File: config.mk
export PLATFORM = sky130hd
export DESIGN_NAME = clfa_ctrl
export DESIGN_NICKNAME = d
export VERILOG_FILES = /design/src/hdl/clfa_pkg.sv /design/src/hdl/clfa_ctrl.sv
export SDC_FILE = /design/constraint.sdc
export NUM_CORES = 1
export LEC_CHECK = 0
export BUFFER_PORTS_ARGS = -buffer_cell sky130_fd_sc_hd__buf_2
export CAP_MARGIN = 20
export CORE_AREA = 8 8 45 47
export DETAILED_ROUTE_END_ITERATION = 16
export DIE_AREA = 0 0 53 55
export MAX_ROUTING_LAYER = met4
export SKIP_LAST_GASP = 1
export SLEW_MARGIN = 25
export SYNTH_ARGS = -nofsm -noshare
export SYNTH_HDL_FRONTEND = slang
export SYNTH_SLANG_ARGS = --single-unit
File: constraint.sdc
create_clock -name i_clk -period 1.4 [get_ports i_clk]
set_input_delay 0.07 -clock i_clk [delete_from_list [all_inputs] [get_ports i_clk]]
set_output_delay 0.07 -clock i_clk [all_outputs]
set_load 0.01 [all_outputs]
File: src/hdl/clfa_pkg.sv
// Shared types and constants for the chunked linear allocator.
// Holds the table sizing, field widths, register and request codes,
// the controller state type and the command/status structs.
package clfa_pkg;

    // Table and address space sizing
    localparam int MAX_CHUNKS = 16;
    localparam int ADDR_BITS  = 40;
    localparam int IDX_W      = (MAX_CHUNKS > 1) ? $clog2(MAX_CHUNKS) : 1;

    // Field widths
    localparam int SIZE_W     = 32;
    localparam int LG_W       = 5;
    localparam int FENCE_W    = 48;
    localparam int OUT_IDX_W  = 4;
    localparam int OUT_ADDR_W = 40;
    localparam int CFG_IDX_W  = 1;
    localparam int CFG_DATA_W = 32;

    // Aligned offset can reach 2^32, so it carries one extra bit
    localparam int OFF_W      = SIZE_W + 1;

    // Chunk sizes round up to this granule
    localparam int CHUNK_GRAN = 256;

    localparam logic [SIZE_W-1:0] DEFAULT_SIZE_RST = 32'd65536;

    // Configuration register indexes
    localparam logic [CFG_IDX_W-1:0] CFG_POOL_ENABLED = 1'd0;
    localparam logic [CFG_IDX_W-1:0] CFG_DEFAULT_SIZE = 1'd1;

    // Request codes
    localparam logic REQ_ALLOC     = 1'b0;
    localparam logic REQ_END_FRAME = 1'b1;

    typedef enum logic [2:0] {
        S_IDLE,
        S_DECODE,
        S_FIT,
        S_PLACE,
        S_DONE
    } t_state;

    typedef struct packed {
        logic latch;     // capture the accepted word
        logic align;     // align the current chunk's write pointer
        logic fail;      // post a failure result
        logic fit_hit;   // allocate from the current chunk
        logic retire;    // mark current chunk pending, drop it
        logic search;    // look for a free or empty entry
        logic place;     // reuse or create a chunk
        logic eof;       // end-of-frame sweep
        logic load_out;  // move the result to the output register
    } t_cmd;

    typedef struct packed {
        logic is_eof;
        logic enabled;
        logic size_zero;
        logic held;
        logic fits;
    } t_status;

endpackage

File: src/hdl/clfa_ctrl.sv
// Controller for the chunked linear allocator: request sequencing and
// output register handshake. Depends on clfa_pkg.
module clfa_ctrl (
    input  logic              i_clk,
    input  logic              i_rst_n,
    input  logic              i_in_valid,
    output logic              o_in_ready,
    output logic              o_out_valid,
    input  logic              i_out_ready,
    input  clfa_pkg::t_status i_status,
    output clfa_pkg::t_cmd    o_cmd
);
    import clfa_pkg::*;

    t_state r_state, n_state;
    logic   r_out_valid, n_out_valid;

    // State and output valid registers
    always_ff @(posedge i_clk) begin
        if (!i_rst_n) begin
            r_state     <= S_IDLE;
            r_out_valid <= 1'b0;
        end else begin
            r_state     <= n_state;
            r_out_valid <= n_out_valid;
        end
    end

    // Next state and commands
    always_comb begin
        n_state     = r_state;
        o_cmd       = '0;
        n_out_valid = r_out_valid && !i_out_ready;
        o_in_ready  = (r_state == S_IDLE);
        case (r_state)
            S_IDLE: begin
                if (i_in_valid) begin
                    o_cmd.latch = 1'b1;
                    n_state     = S_DECODE;
                end
            end
            S_DECODE: begin
                if (i_status.is_eof) begin
                    o_cmd.eof = 1'b1;
                    n_state   = S_DONE;
                end else if (!i_status.enabled || i_status.size_zero) begin
                    o_cmd.fail = 1'b1;
                    n_state    = S_DONE;
                end else if (i_status.held) begin
                    o_cmd.align = 1'b1;
                    n_state     = S_FIT;
                end else begin
                    o_cmd.search = 1'b1;
                    n_state      = S_PLACE;
                end
            end
            S_FIT: begin
                if (i_status.fits) begin
                    o_cmd.fit_hit = 1'b1;
                    n_state       = S_DONE;
                end else begin
                    o_cmd.retire = 1'b1;
                    o_cmd.search = 1'b1;
                    n_state      = S_PLACE;
                end
            end
            S_PLACE: begin
                o_cmd.place = 1'b1;
                n_state     = S_DONE;
            end
            S_DONE: begin
                // hold the result until the output register frees up
                if (!r_out_valid || i_out_ready) begin
                    o_cmd.load_out = 1'b1;
                    n_out_valid    = 1'b1;
                    n_state        = S_IDLE;
                end
            end
            default: begin
                n_state = S_IDLE;
            end
        endcase
    end

    assign o_out_valid = r_out_valid;

endmodule

==> impl_results.md, run 1 <==
* DR DRC count at 0
* # fillers at 161
* Rel. slew slack at 67.0%
* Core Area at 1380 um^2
* CTS root buf: clkbuf_4
* Syn nets at 48
* CP cell instances: nand2b_4 -> or3_4 -> o21ai_0 -> buf_2
* Io pins at 20
* Final Skew at 0.00106 ns
* Mapped Cells at 39
* Post-route cell area at 427 um^2
* First-pass GRT wire length at 1.43 mm
* DP Wirelength at 703 um
* Pin count of the biggest net entering global routing at 12
* Crit Path Class: reg -> out
* Final Util at 30.8%
* Number of global-route vias before repair at 347
* Clk_lat worst skew at 0.23 ns
* Critical path capture point type: primary output
* Placed inst area at 399 um^2
* LEAKAGE at 0.214 nW
* Avg Cell Area, Syn at 7.60 um^2
* Clock transition at path regs at 0.04 ns
* Setup WS post-layout at 0.0336 ns
* Register bit total from synthesis at 4
* Initial DRC count at 11
* CTS Hold Bufs at 0
* Final max-slew violation count at 0
* Slowest cell on crit path: dfxtp_2
* Routed wire per std cell at 11.9 um
* Post-layout min period at 1.37 ns
* Die area at 2920 um^2
* Critical Path Source Type: register
* Tcrit/Tclk final at 97.6%
* Final #Nets at 70
* Power Dens Cells at 847 nW/um^2
* Input/output buffers at 19
* Worst hold path type: in -> reg
* Total gr overflow at 0
* Via density at 4.81
* Detail Route Antenna Nets at 0
* Via count at 361
* Gr usage total at 7.14%
* CTS tree: done
* Max FO, Critical Path at 8
* Sequential-to-total area share from yosys stat at 27.0%
* R2r worst-path depth at 2
* Final GP Congestion at 0.781
* Yosys warns at 0
* Biggest cell delay along the critical path at 0.35 ns
* Syn Std Cell Area at 297 um^2
* Hold depth at 2
* Max-cap violations at 0
* Die W at 53 um
* Layout cells sized above 1 at 47.5%
* Die Height at 55 um
* F_max at 732 MHz
* Peak supply drop at 0.000284 V
* First-pass DRT Iterations at 4
* DP Worst Slack at 0.179 ns
* Most frequent cells in the layout: 19 x buf_2, 3 x inv_1, 3 x nand2_1, 3 x nor2_1, 3 x clkbuf_4
* Max clock buf depth at 2
* Overall power at 0.361 mW
* CP required at 1.33 ns
* Pin slew with the least headroom to its limit at 0.488 ns
* Synth unique cells at 24
* Antenna diodes at 0
* Placed Cells incl. Taps at 72
* Clock sinks at 4
* Starting Density at 21.4%
* Status: finished, final reports clean
* Initial antenna violation count at 0
* Commonest non-fill, non-tap cell in the layout: buf_2
* WL final at 895 um
* Final Hold Viols at 0
* H-tree levels at 1
* Final Non-Filler Cells at 75
* RSZ-0062 raised after global routing: true
* Area Growth Syn to Fin at 43.9%
* Row count at 14
* Final setup viols at 0
* CTS Buf Count at 3
* CP arrival at 1.30 ns
[through the flow]
| stage | setup TNS, ns | hold WS, ns |
|---|---|---|
| 4_1_cts | 0 | 0.116 |
| 3_3_place_gp | 0 | 0.364 |
| 3_5_place_dp | 0 | 0.364 |
| 5_1_grt | -0.119 | 0.118 |
| 6_report | 0 | 0.123 |
| 2_1_floorplan | 0 | 0.194 |
[flip-flops by register name (all words and copies together) (netlist names)]
register / count
o_out_valid: 1
r_state: 3
[what timing repair did]
action,4_1_cts,5_1_grt
resized for setup,2,1
pin swaps,0,0
setup endpoints to repair,3,3
buffers inserted,0,0
[kinds of logic (layout without fill, tap and decap cells)]
kind of cell,Yosys count,in the layout,share of synthesized area (%)
AO/OA/AOI/OAI,8,8,18.6
buffers and inverters,5,25,8.02
flip-flops,4,4,27.0
AND/OR/NAND/NOR,22,22,46.4
[power by group]
group / total, mW / internal, mW / switching [mW]
clock: 0.143 / 0.0959 / 0.0469
combinational: 0.0825 / 0.0401 / 0.0424
sequential: 0.136 / 0.122 / 0.0137
total: 0.361 / 0.258 / 0.103
[synthesized netlist by cell type, drive strengths merged]
cell type,instances,area [um^2]
nand2,3,11.3
nand3b,1,7.51
and2,1,6.26
buf,2,12.5
o31a,1,8.76
o311ai,1,8.76
nand2b,3,26.3
a21oi,2,10.0
and3,3,20.0
nor3b,2,15.0
a31oi,1,6.26
or3,1,11.3
dfxtp,4,80.1
inv,3,11.3
nor2b,1,6.26
o21ai,1,5.00
nand4b,1,8.76
nor3,2,10.0
nor2,4,15.0
o32ai,1,8.76
a21boi,1,7.51
[area by class of cell]
class / instances / area [um^2] / area share [%]
clock buffers: 3 / 22.5 / 5.28
inverters: 3 / 11.3 / 2.64
multi-input cells: 30 / 195 / 45.7
flip-flops and latches: 4 / 82.6 / 19.4
well taps: 16 / 20.0 / 4.69
repair buffers: 19 / 95.1 / 22.3
[worst max-delay path, delay by kind of cell (launching register included)]
kind            cells  cell delay, ns
compound gates      1            0.07
buf+inv             1            0.15
simple gates        2            0.49
flops               1            0.35
[layer usage]
metal  vias to the layer above  track usage (%)  wire length, um
met5                         -                -                0
met4                         0             7.76               24
met3                         4             2.41               68
met2                        19             10.9              416
met1                       158             6.67              385
li1                        180                -                -
[path summary, 6_finish.rpt]
kind	start	endpoint	slack [ns]
min	i_rst_n	o_out_valid	0.12
max	r_state[2]	o_cmd[3]	0.03
min reg2reg	r_state[2]	o_out_valid	0.53
max reg2reg	r_state[0]	r_state[1]	0.29
(Power assumes the default switching activity.)
==> inputs of run 2 (changes only) <==
==> constraint.sdc (replaced) <==
create_clock -name i_clk -period 1.23 [get_ports i_clk]
set_input_delay 0.0615 -clock i_clk [delete_from_list [all_inputs] [get_ports i_clk]]
set_output_delay 0.0615 -clock i_clk [all_outputs]
set_load 0.01 [all_outputs]
==> run 2 against run 1 <==
The run now ends with setup timing left. Worst hold slack worse by 0.013 ns. Via count grew 0.28%. Non-clock buffer count rose by 3. Count of clock-buffer cells in the layout unchanged. Power is 19% higher. Utilization grew 4.2 points. Worst setup slack worse by 0.12 ns. Critical endpoint unchanged.
==> impl_results.md, run 2 (same netlist as run 1, synthesis figures left out) <==
* Status: complete, but fails checks
* Failing checks: setup timing
* Input/output buffers at 19 (unchanged)
* LEAKAGE at 0.236 nW (+10%)
* Detail Route Antenna Nets at 0 (unchanged)
* Pin count of the biggest net entering global routing at 12 (unchanged)
* Power Dens Cells at 888 nW/um^2 (+4.9%)
* Final Non-Filler Cells at 78 (+4.0%)
* Setup WS post-layout at -0.0849 ns (-0.119 ns)
* Multi-input gate area at 215 um^2 (+10%)
* Highest routed layer: met4
* Peak supply drop at 0.000333 V (+17%)
* Die W at 53 um (unchanged)
* Die Height at 55 um (unchanged)
* Met3 wire length at 53 um (-22%)
* CP arrival at 1.25 ns (-0.05 ns)
* Crit Path Class: reg -> out
* Post-layout min period at 1.31 ns
* Rel. slew slack at 64.3% (-2.8 points)
* CTS Hold Bufs at 0 (unchanged)
* Clock share of power at 39.1% (-0.4 points)
* Tcrit/Tclk final at 107%
* Row count at 14 (unchanged)
* Logic pwr share at 24.9% (+2.1 points)
* Number of global-route vias before repair at 363 (+4.6%)
* Clk_lat worst skew at 0.24 ns (about the same)
* Clock transition at path regs at 0.04 ns (about the same)
* Reg with most FFs: r_state
* Worst reg2reg setup slack at 0.08 ns (-0.21 ns)
* DR DRC count at 0 (unchanged)
* Max reg flops at 3 (unchanged)
* FF/Latch Area at 86.3 um^2 (+4.5%)
* First-pass GRT wire length at 1.45 mm (+1.5%)
* RSZ-0062 raised after global routing: true
* DP Wirelength at 728 um (+3.6%)
* First-pass DRT Iterations at 3 (-1)
* Via density at 4.64 (-3.6%)
* WL final at 919 um (+2.7%)
* Final Skew at 0.00268 ns (+0.00162 ns)
* M1 WL at 412 um (+7.0%)
* Reg power frac at 36.0% (-1.7 points)
* Switching component of the power at 0.128 mW (+25%)
* Critical path capture point type: primary output
* Final setup viols at 3 (+3)
* Max-cap violations at 0 (unchanged)
* Antenna diodes at 0 (unchanged)
* Total gr overflow at 0 (unchanged)
* Commonest non-fill, non-tap cell in the layout: buf_2
* Sum of negative setup slack at -0.202 ns (-0.202 ns)
* Initial DRC count at 5 (-6)
* Crit. Startpoint: r_state[2]
* Area Growth Syn to Fin at 63.7%
* R2r startpoint: r_state[2]
* CTS Buf Count at 3 (unchanged)
* Int Pwr at 0.303 mW (+17%)
* Final max-slew violation count at 0 (unchanged)
* CTS root buf: clkbuf_4
* Metal2 WL at 438 um (+5.3%)
* Overall power at 0.431 mW (+19%)
* CTS tree: done
* Core Area at 1380 um^2 (unchanged)
* Via count at 362 (+0.28%)
* Max clock buf depth at 2 (unchanged)
* Gr usage total at 7.20% (+0.060 points)
* Startpoint of the worst hold path: i_rst_n
* R2r worst-path depth at 4 (+2)
* Initial antenna violation count at 0 (unchanged)
* Critical Path Source Type: register
* Routed wire per std cell at 11.8 um (-1.3%)
* Worst hold path type: in -> reg
* Final #Nets at 73 (+4.3%)
* Clock sinks at 4 (unchanged)
* Die area at 2920 um^2 (unchanged)
* Final GP Congestion at 0.732 (-6.3%)
* Io pins at 20 (unchanged)
* # fillers at 158 (-1.9%)
* Starting Density at 21.4% (unchanged)
* F_max at 761 MHz
* Pin slew with the least headroom to its limit at 0.529 ns (+0.0410 ns)
* Max FO, Critical Path at 4 (-4)
* Hold slack at 0.110 ns (-0.0132 ns)
* Net Sw Frac at 29.7% (+1.2 points)
* CP required at 1.17 ns (-0.16 ns)
* H-tree levels at 1 (unchanged)
* Layout cells sized above 1 at 54.8% (+7.4 points)
* Hold depth at 2 (unchanged)
* Final Hold Viols at 0 (unchanged)
* Most frequent cells in the layout: 17 x buf_2, 3 x inv_1, 3 x nand2_1, 3 x clkbuf_4, 3 x buf_4
* Placed Cells incl. Taps at 74 (+2.8%)
-- run 2: changes by cell type in the layout (fill, tap and decap cells not counted), sizes merged --
| cell | change |
|---|---|
| buf | +3 |
-- run 2: layer usage --
metal	track usage, %	vias to the layer above
met2	9.77	14
met4	9.05	0
met1	7.28	160
met5	-	-
met3	2.41	2
li1	-	186
-- run 2: worst paths after layout --
check                endpoint
setup reg to reg   r_state[1]
setup / recovery     o_cmd[3]
hold / removal    o_out_valid
hold reg to reg   o_out_valid
-- run 2: final cells by class --
class                      instances  share of cell area, %
clock buffer                       3                   4.64
inverter                           3                   2.32
tap                               16                   4.12
multi-input combinational         30                   44.3
sequential                         4                   17.8
timing repair buffer              22                   26.8
-- run 2: metrics by stage --
step | instance area, um^2 | setup WS, ns | utilization [%]
final | 485 | -0.0849 | 35.1
after global routing | 485 | -0.143 | 35.1
after CTS | 450 | -0.107 | 32.5
after detailed placement | 414 | 0.0728 | 29.9
after global placement | 414 | 0.0964 | 29.9
after floorplan | 297 | 0.104 | -
-- run 2: power groups by stage --
stage               logic [mW]  clock network (mW)  registers (mW)
floorplan               0.0620                   0           0.147
global placement        0.0992                   0           0.153
detailed placement       0.100                   0           0.154
CTS                      0.101               0.173           0.154
global route             0.118               0.180           0.157
finish                   0.107               0.168           0.155
-- run 2: repair_timing --
item	4_1_cts	5_1_grt
gates resized for setup	4	9
setup buffers	1	0
setup endpoints to repair	7	7
-- run 2: worst max-delay path, cell delays in order (launching register included) --
cell,delay [ns]
dfxtp_2,0.34
nand2b_4,0.14
or3_4,0.34
o21ai_2,0.06
buf_2,0.14
==> inputs of run 3 (changes only) <==
--- a/config.mk
+++ b/config.mk
@@ -5,6 +5,7 @@
 export SDC_FILE = /design/constraint.sdc
 export NUM_CORES = 1
 export LEC_CHECK = 0
+export ABC_AREA = 1
 export BUFFER_PORTS_ARGS = -buffer_cell sky130_fd_sc_hd__buf_2
 export CAP_MARGIN = 20
 export CORE_AREA = 8 8 45 47
==> run 3 against run 2 <==
The flow now finishes without violations. Combinational power increased by 21%. Via count increased by 1.7%. Cell area decreased by 2.6%. Sequential share of layout area increased by 0.47 points. Critical endpoint is now o_cmd[6]. Largest power group unchanged.
==> impl_results.md, run 3 <==
* Clock sinks at 4 (unchanged)
* Area Growth Syn to Fin at 58.2%
* Clock transition at path regs at 0.04 ns (about the same)
* Reg with most FFs: r_state
* Post-synth top area share at 26.8% (-0.23 points)
* Total gr overflow at 0 (unchanged)
* Final setup viols at 0 (-3)
* Input/output buffers at 19 (unchanged)
* Post-layout min period at 1.22 ns (-0.0983 ns)
* Final GP Congestion at 0.848 (+16%)
* Clk_lat worst skew at 0.23 ns (about the same)
* Core Area at 1380 um^2 (unchanged)
* Synth top area cells: dfxtp_1 27%, inv_1 19%, nor2_1 10%, nand2_1 7.5%, nand3_1 6.7%
* Pin count of the biggest net entering global routing at 7 (-5)
* Avg Cell Area, Syn at 5.86 um^2 (-23%)
* Yosys warns at 0 (unchanged)
* Critical Path Source Type: register
* Worst Setup EP: o_cmd[6]
* Area leader, netlist: dfxtp_1
* Starting Density at 21.6% (+0.18 points)
* First-pass GRT wire length at 1.34 mm (-7.7%)
* H-tree levels at 1 (unchanged)
* Via count at 368 (+1.7%)
* CTS tree: done
* Tcrit/Tclk final at 98.9% (-8.0 points)
* Final #Nets at 86 (+18%)
* Via density at 4.04 (-13%)
* Worst hold path type: in -> reg
* CP required at 1.17 ns (about the same)
* Most common cell in the synthesized netlist: inv_1
* Ys flop type: dfxtp_1
* LEAKAGE at 0.291 nW (+23%)
* Mapped Cells at 51 (+31%)
* Initial antenna violation count at 0 (unchanged)
* Sequential-to-total area share from yosys stat at 26.8% (-0.23 points)
* Critical path capture point type: primary output
* Detail Route Antenna Nets at 0 (unchanged)
* Number of global-route vias before repair at 344 (-5.2%)
* Die W at 53 um (unchanged)
* EDFF count, synth at 0 (unchanged)
* Final Hold Viols at 0 (unchanged)
* Peak supply drop at 0.000547 V (+65%)
* Die Height at 55 um (unchanged)
* Reg2reg end: r_state[1]
* Routed wire per std cell at 9.31 um (-21%)
* Rel. slew slack at 85.4% (+21 points)
* Die area at 2920 um^2 (unchanged)
* Net Sw Frac at 31.2% (+1.4 points)
* Status: finished, final reports clean
* Max reg flops at 3 (unchanged)
* Synth unique cells at 15 (-38%)
* Commonest non-fill, non-tap cell in the layout: buf_2
* Reg power frac at 35.4% (-0.6 points)
* Biggest cell delay along the critical path at 0.36 ns (+0.02 ns)
* Power Dens Cells at 940 nW/um^2 (+5.9%)
* Initial DRC count at 9 (+4)
* CTS Hold Bufs at 0 (unchanged)
* Pin slew with the least headroom to its limit at 0.217 ns (-0.313 ns)
* Row count at 14 (unchanged)
* Logic pwr share at 29.2% (+4.3 points)
* Layout cells sized above 1 at 46.7% (-8.2 points)
* DR DRC count at 0 (unchanged)
* Io pins at 20 (unchanged)
* Max clock buf depth at 2 (unchanged)
* RSZ-0062 raised after global routing: true
* Hold slack at 0.0275 ns (-0.0828 ns)
* Register bit total from synthesis at 4 (unchanged)
* Gr usage total at 6.52% (-0.68 points)
* Setup WS post-layout at 0.0134 ns (+0.0983 ns)
* Final max-slew violation count at 0 (unchanged)
* Ys async rst share at 0% (unchanged)
* Top post-synthesis cells by count: 15 x inv_1, 8 x nor2_1, 6 x nand2_1, 4 x dfxtp_1, 4 x nand3_1
* R2r worst-path depth at 4 (unchanged)
* First-pass DRT Iterations at 4 (+1)
* Clock share of power at 35.5% (-3.6 points)
* Max-cap violations at 0 (unchanged)
* Slowest cell on crit path: dfxtp_2
* Int Pwr at 0.306 mW (+1.0%)
* F_max at 822 MHz (+8.1%)
* Syn Std Cell Area at 299 um^2 (+0.84%)
* DP Wirelength at 718 um (-1.4%)
* Antenna diodes at 0 (unchanged)
* Crit Path Class: reg -> out
* Final Skew at 0.000462 ns (-0.00222 ns)
* Syn nets at 60 (+25%)
* CP cell instances: nor3_4 -> inv_1 -> nor3_1 -> buf_2
* Max FO, Critical Path at 6 (+2)
* # fillers at 164 (+3.8%)
* CP arrival at 1.16 ns (-0.09 ns)
* WL final at 847 um (-7.8%)
* Most frequent cells in the layout: 19 x buf_2, 15 x inv_1, 7 x nor2_1, 6 x nand2_1
* CTS root buf: clkbuf_4
* Worst reg2reg setup slack at 0.21 ns (+0.13 ns)
* Crit. Startpoint: r_state[2]
* DP Worst Slack at 0.200 ns (+0.127 ns)
* Switching component of the power at 0.139 mW (+8.1%)
* CTS Buf Count at 3 (unchanged)
* R2r startpoint: r_state[2]
## run 3: cell count changes after synthesis, moves of 2 or more
| cell | change |
|---|---|
| nor3b_1 | -2 |
| and3_1 | -2 |
| nor2_2 | +2 |
| nor2_1 | +4 |
| inv_1 | +12 |
| nand2_1 | +3 |
| nand2b_1 | -2 |
| nand3_1 | +4 |
| inv_2 | +2 |
## run 3: critical path, delay by kind of cell (launching register included)
family	cells	cell delay [ns]
buffers and inverters	2	0.24
and+or+nand+nor	2	0.33
DFF	1	0.36
## run 3: layer usage
metal	vias to the layer above	part of all wire [%]	routed length, um	GRT usage (%)
met5	-	0	0	-
met4	0	0	0	3.88
met3	0	3.7	31	4.01
met2	8	53	452	10.2
met1	158	43	363	6.06
li1	202	-	-	-
## run 3: through the flow
stage	TNS (ns)	std cells	util, %	area [um^2]	power [mW]
CTS	-0.0102	89	31.9	442	0.445
global placement	0	86	29.9	414	0.270
floorplan	0	51	-	299	0.227
detailed placement	0	86	29.9	414	0.273
global route	-0.271	91	34.2	473	0.491
finish	0	91	34.2	473	0.445
## run 3: worst min-delay path by stage
stage / slack [ns] / start / to / depth (start not counted)
5_1_grt: 0.04 / i_rst_n / r_state[2] / 3
3_5_place_dp: 0.26 / i_rst_n / r_state[2] / 3
2_1_floorplan: 0.16 / i_rst_n / r_state[2] / 2
6_report: 0.03 / i_rst_n / r_state[2] / 3
3_3_place_gp: 0.26 / i_rst_n / r_state[2] / 3
4_1_cts: 0.02 / i_rst_n / r_state[2] / 3
## run 3: final cells by class
class / count / area (um^2) / area share [%]
multi-input cells: 30 / 168 / 35.4
repair buffers: 21 / 110 / 23.3
flip-flops and latches: 4 / 86.3 / 18.3
inverters: 17 / 66.3 / 14.0
clock buffers: 3 / 22.5 / 4.76
well taps: 16 / 20.0 / 4.23
## run 3: what timing repair did
item | CTS | global route
pin swaps | 0 | 2
endpoints found under the setup margin | 3 | 8
cloned | 0 | 0
buffers inserted | 0 | 2
resized for setup | 3 | 5
## run 3: kinds of logic (layout without fill, tap and decap cells)
group | count (synthesis) | in the layout | share of synthesized area, %
DFF | 4 | 4 | 26.8
AOI/OAI and AO/OA | 4 | 4 | 7.53
buffers and inverters | 17 | 41 | 21.3
and+or+nand+nor | 26 | 26 | 44.4
## run 3: power by group through the flow
stage | registers [mW] | clock network [mW] | logic [mW]
6_report | 0.157 | 0.158 | 0.130
3_5_place_dp | 0.153 | 0 | 0.120
3_3_place_gp | 0.152 | 0 | 0.117
5_1_grt | 0.159 | 0.186 | 0.145
4_1_cts | 0.154 | 0.171 | 0.121
2_1_floorplan | 0.152 | 0 | 0.0746
